### config.mk
export PLATFORM = sky130hd
export DESIGN_NAME = ccdq_ctrl
export DESIGN_NICKNAME = d
export VERILOG_FILES = /design/src/rtl/core/ccdq_pkg.sv /design/src/rtl/core/ccdq_ctrl.sv
export SDC_FILE = /design/constraint.sdc
export NUM_CORES = 1
export LEC_CHECK = 0
export BUFFER_PORTS_ARGS = -buffer_cell sky130_fd_sc_hd__buf_4
export CORE_MARGIN = 5
export CORE_UTILIZATION = 40
export CTS_BUF_LIST = sky130_fd_sc_hd__clkbuf_2 sky130_fd_sc_hd__clkbuf_4 sky130_fd_sc_hd__clkbuf_8
export CTS_CLUSTER_DIAMETER = 80
export DETAILED_ROUTE_END_ITERATION = 10
export HOLD_SLACK_MARGIN = 0.06
export PLACE_DENSITY = 0.84
export SLEW_MARGIN = 20
export SYNTH_ARGS = -nofsm -noshare
export SYNTH_HDL_FRONTEND = slang
export SYNTH_SLANG_ARGS = --single-unit
### constraint.sdc
create_clock -name clock -period 6.75 [get_ports clock]
set_input_delay 2.025 -clock clock [delete_from_list [all_inputs] [get_ports clock]]
set_output_delay 2.025 -clock clock [all_outputs]
set_load 0.01 [all_outputs]
### src/rtl/core/ccdq_pkg.sv
// Shared types, constants and operation codes of the capsule chain distance query.
// Used by the controller, the datapath, the top level and the port checker.
package ccdq_pkg;

   localparam int MaxNodes   = 64;
   localparam int AddrW      = 6;
   localparam int HDivSteps  = 16;
   localparam int SqrtSteps  = 36;
   localparam int GDivSteps  = 16;

   // Input opcodes.
   localparam logic OPC_WRITE = 1'b0;
   localparam logic OPC_QUERY = 1'b1;

   // Configuration register indexes.
   localparam logic [2:0] CSR_OUTER_COUNT = 3'd0;
   localparam logic [2:0] CSR_INNER_COUNT = 3'd1;
   localparam logic [2:0] CSR_TOOL_COUNT  = 3'd2;
   localparam logic [2:0] CSR_TOOL_PRES   = 3'd3;
   localparam logic [2:0] CSR_OUTER_RAD   = 3'd4;
   localparam logic [2:0] CSR_INNER_RAD   = 3'd5;
   localparam logic [2:0] CSR_TOOL_RAD    = 3'd6;

   // Segment groups in search order.
   localparam logic [1:0] GRP_TOOL  = 2'd0;
   localparam logic [1:0] GRP_INNER = 2'd1;
   localparam logic [1:0] GRP_OUTER = 2'd2;
   localparam logic [1:0] GRP_DONE  = 2'd3;

   // Datapath operations.
   localparam logic [4:0] OP_NOP     = 5'd0;
   localparam logic [4:0] OP_WRITE   = 5'd1;
   localparam logic [4:0] OP_START   = 5'd2;
   localparam logic [4:0] OP_READ    = 5'd3;
   localparam logic [4:0] OP_DIFF    = 5'd4;
   localparam logic [4:0] OP_MUL_DOT = 5'd5;
   localparam logic [4:0] OP_MUL_LEN = 5'd6;
   localparam logic [4:0] OP_ACC_DOT = 5'd7;
   localparam logic [4:0] OP_ACC_LEN = 5'd8;
   localparam logic [4:0] OP_HCHK    = 5'd9;
   localparam logic [4:0] OP_HDIV    = 5'd10;
   localparam logic [4:0] OP_MUL_T   = 5'd11;
   localparam logic [4:0] OP_VSET    = 5'd12;
   localparam logic [4:0] OP_MUL_V   = 5'd13;
   localparam logic [4:0] OP_ACC_VV  = 5'd14;
   localparam logic [4:0] OP_SQ_INIT = 5'd15;
   localparam logic [4:0] OP_SQ_STEP = 5'd16;
   localparam logic [4:0] OP_DIST    = 5'd17;
   localparam logic [4:0] OP_G_INIT  = 5'd18;
   localparam logic [4:0] OP_G_STEP  = 5'd19;
   localparam logic [4:0] OP_G_SET   = 5'd20;
   localparam logic [4:0] OP_CMP     = 5'd21;

   typedef struct packed {
      logic               opcode;
      logic [5:0]         write_slot;
      logic signed [31:0] coord_x;
      logic signed [31:0] coord_y;
      logic signed [31:0] coord_z;
      logic               tool_search_only;
   } req_type;

   typedef struct packed {
      logic signed [31:0] distance;
      logic signed [15:0] grad_x;
      logic signed [15:0] grad_y;
      logic signed [15:0] grad_z;
      logic [5:0]         nearest_node;
      logic [16:0]        seg_fraction;
   } rsp_type;

   typedef struct packed {
      logic [6:0]  outer_node_count;
      logic [6:0]  inner_node_count;
      logic [6:0]  tool_node_count;
      logic        tool_present;
      logic [30:0] outer_radius;
      logic [30:0] inner_radius;
      logic [30:0] tool_radius;
   } cfg_type;

   typedef struct packed {
      logic [4:0]       op;
      logic [1:0]       sel;
      logic [AddrW-1:0] addr;
      logic [1:0]       grp;
   } cmd_type;

   typedef struct packed {
      logic need_div;
      logic best_neg;
   } sts_type;

endpackage

### src/rtl/core/ccdq_ctrl.sv
// Controller of the capsule chain distance query: walks groups and segments and
// sequences the datapath one operation per cycle. Depends on ccdq_pkg.
module ccdq_ctrl (
   input  logic              clock,
   input  logic              reset,
   input  logic              start,
   input  ccdq_pkg::req_type req,
   input  ccdq_pkg::cfg_type cfg,
   input  ccdq_pkg::sts_type sts,
   output ccdq_pkg::cmd_type cmd,
   output logic              busy,
   output logic              rsp_valid
);

   localparam logic [4:0] S_IDLE = 5'd0;
   localparam logic [4:0] S_SEG  = 5'd1;
   localparam logic [4:0] S_RDA  = 5'd2;
   localparam logic [4:0] S_RDB  = 5'd3;
   localparam logic [4:0] S_DIFF = 5'd4;
   localparam logic [4:0] S_DOTM = 5'd5;
   localparam logic [4:0] S_DOTA = 5'd6;
   localparam logic [4:0] S_LENM = 5'd7;
   localparam logic [4:0] S_LENA = 5'd8;
   localparam logic [4:0] S_HCHK = 5'd9;
   localparam logic [4:0] S_HDIV = 5'd10;
   localparam logic [4:0] S_TM   = 5'd11;
   localparam logic [4:0] S_TV   = 5'd12;
   localparam logic [4:0] S_VM   = 5'd13;
   localparam logic [4:0] S_VA   = 5'd14;
   localparam logic [4:0] S_SQI  = 5'd15;
   localparam logic [4:0] S_SQ   = 5'd16;
   localparam logic [4:0] S_DIST = 5'd17;
   localparam logic [4:0] S_GI   = 5'd18;
   localparam logic [4:0] S_GD   = 5'd19;
   localparam logic [4:0] S_GS   = 5'd20;
   localparam logic [4:0] S_CMP  = 5'd21;
   localparam logic [4:0] S_NEXT = 5'd22;
   localparam logic [4:0] S_OUT  = 5'd23;

   logic [4:0] state_ff, state_in;
   logic [1:0] grp_ff, grp_in;
   logic [6:0] idx_ff, idx_in;
   logic [1:0] sel_ff, sel_in;
   logic [5:0] cnt_ff, cnt_in;
   logic       only_ff, only_in;

   logic [8:0] base;
   logic [8:0] count;
   logic [8:0] seg_end;
   logic       seg_ok;
   logic [1:0] grp_after;
   logic [1:0] grp_first;
   logic [ccdq_pkg::AddrW-1:0] addr_a;

   always_comb begin
      unique case (grp_ff)
         ccdq_pkg::GRP_TOOL: begin
            base  = 9'(cfg.outer_node_count) + 9'(cfg.inner_node_count);
            count = 9'(cfg.tool_node_count);
         end
         ccdq_pkg::GRP_INNER: begin
            base  = 9'(cfg.outer_node_count);
            count = 9'(cfg.inner_node_count);
         end
         ccdq_pkg::GRP_OUTER: begin
            base  = 9'd0;
            count = 9'(cfg.outer_node_count);
         end
         default: begin
            base  = 9'd0;
            count = 9'd0;
         end
      endcase
      // A segment exists while its end node lies in the group and in the store.
      seg_end = base + 9'(idx_ff) + 9'd1;
      seg_ok  = (9'(idx_ff) + 9'd1 < count) && (seg_end < 9'(ccdq_pkg::MaxNodes));
      addr_a  = ccdq_pkg::AddrW'(base + 9'(idx_ff));

      unique case (grp_ff)
         ccdq_pkg::GRP_TOOL:  grp_after = only_ff ? ccdq_pkg::GRP_DONE : ccdq_pkg::GRP_INNER;
         ccdq_pkg::GRP_INNER: grp_after = ccdq_pkg::GRP_OUTER;
         default:             grp_after = ccdq_pkg::GRP_DONE;
      endcase
      if (cfg.tool_present) begin
         grp_first = ccdq_pkg::GRP_TOOL;
      end else begin
         grp_first = req.tool_search_only ? ccdq_pkg::GRP_DONE : ccdq_pkg::GRP_INNER;
      end
   end

   always_comb begin
      state_in = state_ff;
      grp_in   = grp_ff;
      idx_in   = idx_ff;
      sel_in   = sel_ff;
      cnt_in   = cnt_ff;
      only_in  = only_ff;
      cmd.op   = ccdq_pkg::OP_NOP;
      cmd.sel  = sel_ff;
      cmd.addr = addr_a;
      cmd.grp  = grp_ff;
      unique case (state_ff)
         S_IDLE: begin
            if (start) begin
               if (req.opcode == ccdq_pkg::OPC_WRITE) begin
                  cmd.op = ccdq_pkg::OP_WRITE;
               end else begin
                  cmd.op   = ccdq_pkg::OP_START;
                  grp_in   = grp_first;
                  only_in  = req.tool_search_only;
                  idx_in   = 7'd0;
                  state_in = S_SEG;
               end
            end
         end
         S_SEG: begin
            if (grp_ff == ccdq_pkg::GRP_DONE) begin
               state_in = S_OUT;
            end else if (seg_ok) begin
               state_in = S_RDA;
            end else begin
               grp_in = grp_after;
               idx_in = 7'd0;
            end
         end
         S_RDA: begin
            cmd.op   = ccdq_pkg::OP_READ;
            state_in = S_RDB;
         end
         S_RDB: begin
            cmd.op   = ccdq_pkg::OP_READ;
            cmd.addr = addr_a + ccdq_pkg::AddrW'(1);
            state_in = S_DIFF;
         end
         S_DIFF: begin
            cmd.op   = ccdq_pkg::OP_DIFF;
            sel_in   = 2'd0;
            state_in = S_DOTM;
         end
         S_DOTM: begin
            cmd.op   = ccdq_pkg::OP_MUL_DOT;
            state_in = S_DOTA;
         end
         S_DOTA: begin
            cmd.op = ccdq_pkg::OP_ACC_DOT;
            if (sel_ff == 2'd2) begin
               sel_in   = 2'd0;
               state_in = S_LENM;
            end else begin
               sel_in   = sel_ff + 2'd1;
               state_in = S_DOTM;
            end
         end
         S_LENM: begin
            cmd.op   = ccdq_pkg::OP_MUL_LEN;
            state_in = S_LENA;
         end
         S_LENA: begin
            cmd.op = ccdq_pkg::OP_ACC_LEN;
            if (sel_ff == 2'd2) begin
               sel_in   = 2'd0;
               state_in = S_HCHK;
            end else begin
               sel_in   = sel_ff + 2'd1;
               state_in = S_LENM;
            end
         end
         S_HCHK: begin
            cmd.op   = ccdq_pkg::OP_HCHK;
            cnt_in   = 6'd0;
            state_in = sts.need_div ? S_HDIV : S_TM;
         end
         S_HDIV: begin
            cmd.op = ccdq_pkg::OP_HDIV;
            cnt_in = cnt_ff + 6'd1;
            if (cnt_ff == 6'(ccdq_pkg::HDivSteps - 1)) begin
               state_in = S_TM;
            end
         end
         S_TM: begin
            cmd.op   = ccdq_pkg::OP_MUL_T;
            state_in = S_TV;
         end
         S_TV: begin
            cmd.op = ccdq_pkg::OP_VSET;
            if (sel_ff == 2'd2) begin
               sel_in   = 2'd0;
               state_in = S_VM;
            end else begin
               sel_in   = sel_ff + 2'd1;
               state_in = S_TM;
            end
         end
         S_VM: begin
            cmd.op   = ccdq_pkg::OP_MUL_V;
            state_in = S_VA;
         end
         S_VA: begin
            cmd.op = ccdq_pkg::OP_ACC_VV;
            if (sel_ff == 2'd2) begin
               sel_in   = 2'd0;
               state_in = S_SQI;
            end else begin
               sel_in   = sel_ff + 2'd1;
               state_in = S_VM;
            end
         end
         S_SQI: begin
            cmd.op   = ccdq_pkg::OP_SQ_INIT;
            cnt_in   = 6'd0;
            state_in = S_SQ;
         end
         S_SQ: begin
            cmd.op = ccdq_pkg::OP_SQ_STEP;
            cnt_in = cnt_ff + 6'd1;
            if (cnt_ff == 6'(ccdq_pkg::SqrtSteps - 1)) begin
               state_in = S_DIST;
            end
         end
         S_DIST: begin
            cmd.op   = ccdq_pkg::OP_DIST;
            sel_in   = 2'd0;
            state_in = S_GI;
         end
         S_GI: begin
            cmd.op   = ccdq_pkg::OP_G_INIT;
            cnt_in   = 6'd0;
            state_in = S_GD;
         end
         S_GD: begin
            cmd.op = ccdq_pkg::OP_G_STEP;
            cnt_in = cnt_ff + 6'd1;
            if (cnt_ff == 6'(ccdq_pkg::GDivSteps - 1)) begin
               state_in = S_GS;
            end
         end
         S_GS: begin
            cmd.op = ccdq_pkg::OP_G_SET;
            if (sel_ff == 2'd2) begin
               sel_in   = 2'd0;
               state_in = S_CMP;
            end else begin
               sel_in   = sel_ff + 2'd1;
               state_in = S_GI;
            end
         end
         S_CMP: begin
            cmd.op   = ccdq_pkg::OP_CMP;
            state_in = S_NEXT;
         end
         S_NEXT: begin
            // The search ends as soon as the best distance has gone negative.
            if (sts.best_neg) begin
               state_in = S_OUT;
            end else begin
               idx_in   = idx_ff + 7'd1;
               state_in = S_SEG;
            end
         end
         S_OUT: begin
            state_in = S_IDLE;
         end
         default: begin
            state_in = S_IDLE;
         end
      endcase
   end

   always_ff @(posedge clock) begin
      if (reset) begin
         state_ff <= S_IDLE;
         grp_ff   <= ccdq_pkg::GRP_DONE;
         idx_ff   <= 7'd0;
         sel_ff   <= 2'd0;
         cnt_ff   <= 6'd0;
         only_ff  <= 1'b0;
      end else begin
         state_ff <= state_in;
         grp_ff   <= grp_in;
         idx_ff   <= idx_in;
         sel_ff   <= sel_in;
         cnt_ff   <= cnt_in;
         only_ff  <= only_in;
      end
   end

   assign busy      = (state_ff != S_IDLE);
   assign rsp_valid = (state_ff == S_OUT);

endmodule

==> results.yml <==
drt:
  totalWireLength_um: 7660
  antenna_left: 0
  drc_errors: 0
  via_count: 2974
  drt_first_pass_iters: 5
  wl_per_cell_um: 15.4
  drt_first_iter_violations: 290
  via_per_inst: 5.96
synthesis:
  synth.ff_latch_count: 23
  async_reset_ff_share_pct: 0
  yosysTopAreaCell: "dfxtp_1"
  synth_edf_count: 0
  syn_nets: 625
  synth_top_family_by_area: "simple AND/OR/NAND/NOR gates"
  synth-xor-area-share_pct: 6.32
  synth.mux.area_fraction_pct: 6.91
  synth_seq_area_share_pct: 16.6
  synth_area_um2: 2770
  synth-main-ff-cell: "dfxtp_1"
  synthAdderAreaFrac_pct: 11.8
  syn_area_per_cell_um2: 7.37
  synthTopCellsByArea: "dfxtp_1 17%, ha_1 10%, nor2_1 7.6%, a21oi_1 7.4%, mux2i_1 6.5%"
  synth_compound_area_share_pct: 26.0
  synthesis.instances: 376
  synth_simple_gate_area_share_pct: 26.8
  synth_top_area_share_pct: 16.6
  yosys_warnings: 0
  synthDistinctLibCells: 65
power:
  switchingPower_uw: 385
  intPower_uw: 433
  power_uw: 818
  p_seq_share_pct: 27.5
  power_density_nw_per_um2: 245
  pwr-share-clk_pct: 11.5
  switching_share_pct: 47.1
  p_leak_uw: 0.00151
  p_comb_share_pct: 61.0
  ir_drop_mv: 0.0788
worst_setup_path:
  slowest_delay_ns: 0.35
  cp_top_family: "adder cells"
  arrival_ns: 4.62
  cp_num_buf_inv: 2
  critPathRequiredTime_ns: 4.72
  worst-path-max-fanout: 2
  worstPathCellList: "buf_4 -> ha_4 -> fa_2 -> a21o_1 -> a21oi_2 -> xnor2_1 -> nor2_1 -> a21oi_1 -> nor2_1 -> ha_1 -> and3_4 -> a221oi_4 -> xnor2_2 -> xnor2_1 -> buf_4"
  end_kind: "output port"
  crit_type: "input port to output port"
  startpoint_type: "input port"
  crit_path_top_delay_cell: "fa_2"
global_routing:
  grt_overflow: 0
  grt_max_degree: 29
  grt_first_pass_wirelength_um: 12400
  antenna_found_initial: 0
  first_global_vias: 2757
  grt_util_all_layers_pct: 17.1
sta:
  worst_slew_pin_slew_ns: 0.834
  finalSetupViolCount: 0
  finalHoldViolCount: 0
  fin_tns_setup_ns: 0
  clock_skew_ns: 0.00663
  fmax_mhz: 151
  worst_slack_ns: 0.106
  finalWorstPathRequiredPeriod_ns: 6.64
  rsz0062_at_grt: "true"
  maxSlewHeadroom_pct: 44.3
  slew_viol_final: 0
  fin_crit_sh_pct: 98.4
final_layout:
  syn_to_final_growth_pct: 20.7
  instances_no_fill: 499
  antenna_cells: 0
  final_cell_mix: "59 x buf_4, 55 x nor2_1, 39 x a21oi_1"
  finalNetCount: 669
  fillers: 659
  layout_commonest_cell: "buf_4"
  multi_input_area_um2: 2230
  ff_latch_area_um2: 460
  utilization_pct: 49.5
  drive_gt1_share_pct: 21.2
worst_hold_path:
  hold_path.class: "flip-flop to flip-flop"
floorplanning:
  core_um2: 6760
  die_y_um: 93.2
  start_util_pct: 41.0
  die_w_um: 93.2
  io_pins: 241
  rows: 30
  dieArea_um2: 8690
outcome:
  outcome: "finished, final reports clean"
clock_tree:
  clock_sinks: 23
  h-tree-depth: 1
  clk_latency_ns: 0.28
  cts_inserted_buffers: 3
  cts_buffer_depth: 2
  cts_tree: "built"
  cts-root-buf: "clkbuf_8"
  path_clk_slew_ns: 0.08
flow_run:
  drv_cap: 0
place:
  portBuffers: 45
  post-dp-hpwl_um: 5750
  pre_cts_ws_ns: -0.107
  globalplace.congestion: 0.896
  dp_cells: 489
[state kept, by name, indices dropped and copies added, names as in the netlist]
| signal | flops |
|---|---|
| cnt_ff | 6 |
| state_ff | 5 |
| sel_ff | 2 |
| idx_ff | 7 |
| only_ff | 1 |
| grp_ff | 2 |
[worst paths after layout]
check / startpoint / cells past startpoint / endpoint / slack [ns]
hold reg to reg: only_ff / 2 / only_ff / 0.51
hold / removal: only_ff / 2 / only_ff / 0.51
setup / recovery: cfg[101] / 15 / cmd[7] / 0.11
setup reg to reg: grp_ff[0] / 13 / idx_ff[1] / 3.01
[cell usage after synthesis (3+ instances only)]
cell type  count
nor2_1        56
a21oi_1       41
dfxtp_1       23
ha_1          23
o21ai_0       22
nand2_1       19
mux2i_1       18
clkbuf_1      13
nand3_1       12
nor3_1        11
xnor2_1       11
xor2_1         9
nor2b_1        8
a31oi_1        7
inv_1          7
nand2b_1       7
o21a_1         6
and2_1         5
and3_1         5
a21o_1         4
buf_2          4
nand4_1        4
or3_1          4
a22oi_1        3
nor4_1         3
[cells by family after synthesis]
family,after synthesis
AO/OA/AOI/OAI,110
XOR/XNOR,20
adder cells (fa/ha/maj),25
buffers and inverters,30
flip-flops,23
multiplexers,19
AND/OR/NAND/NOR,149
[final cells by class]
| class | count | area share (%) |
|---|---|---|
| multi-input combinational | 323 | 66.7 |
| timing repair buffer | 62 | 14.3 |
| tap | 80 | 2.99 |
| inverter | 7 | 0.786 |
| sequential | 23 | 13.8 |
| clock buffer | 4 | 1.46 |
[power by group through the flow]
stage / Sequential [µW] / Clock (µW) / Combinational [µW]
2_1_floorplan: 174 / 0 / 397
3_3_place_gp: 225 / 0 / 468
3_5_place_dp: 226 / 0 / 477
4_1_cts: 222 / 96.8 / 483
5_1_grt: 232 / 102 / 556
6_report: 225 / 93.7 / 499
[worst register-to-register path: cells and delay by family, from the launching register on]
family                     cells  cell delay [ns]
DFF                            1             0.32
AOI/OAI and AO/OA              2             0.71
muxes                          3             0.65
adders and majority gates      2             0.71
and+or+nand+nor                4             0.86
buffers and inverters          2             0.42
[per-layer routing]
layer | track usage [%] | vias to the layer above | wire, µm
met3 | 2.33 | 17 | 523
li1 | - | 1461 | -
met1 | 22.9 | 1374 | 3430
met4 | 6.23 | 0 | 133
met2 | 27.7 | 122 | 3580
met5 | 0 | - | 0
[what timing repair did]
| action | CTS | global route |
|---|---|---|
| buffers inserted | 2 | 4 |
| gates resized for setup | 3 | 14 |
| hold buffers | 0 | 0 |
| gates cloned | 0 | 0 |
| setup endpoints to repair | 1 | 3 |
| pin swaps | 5 | 13 |
[through the flow]
stage / cell area (µm²) / hold WS, ns
floorplan: 2770 / 0.458
global placement: 3160 / 0.469
detailed placement: 3160 / 0.492
CTS: 3240 / 0.512
global route: 3340 / 0.553
finish: 3340 / 0.510
(Power assumes the default switching activity.)
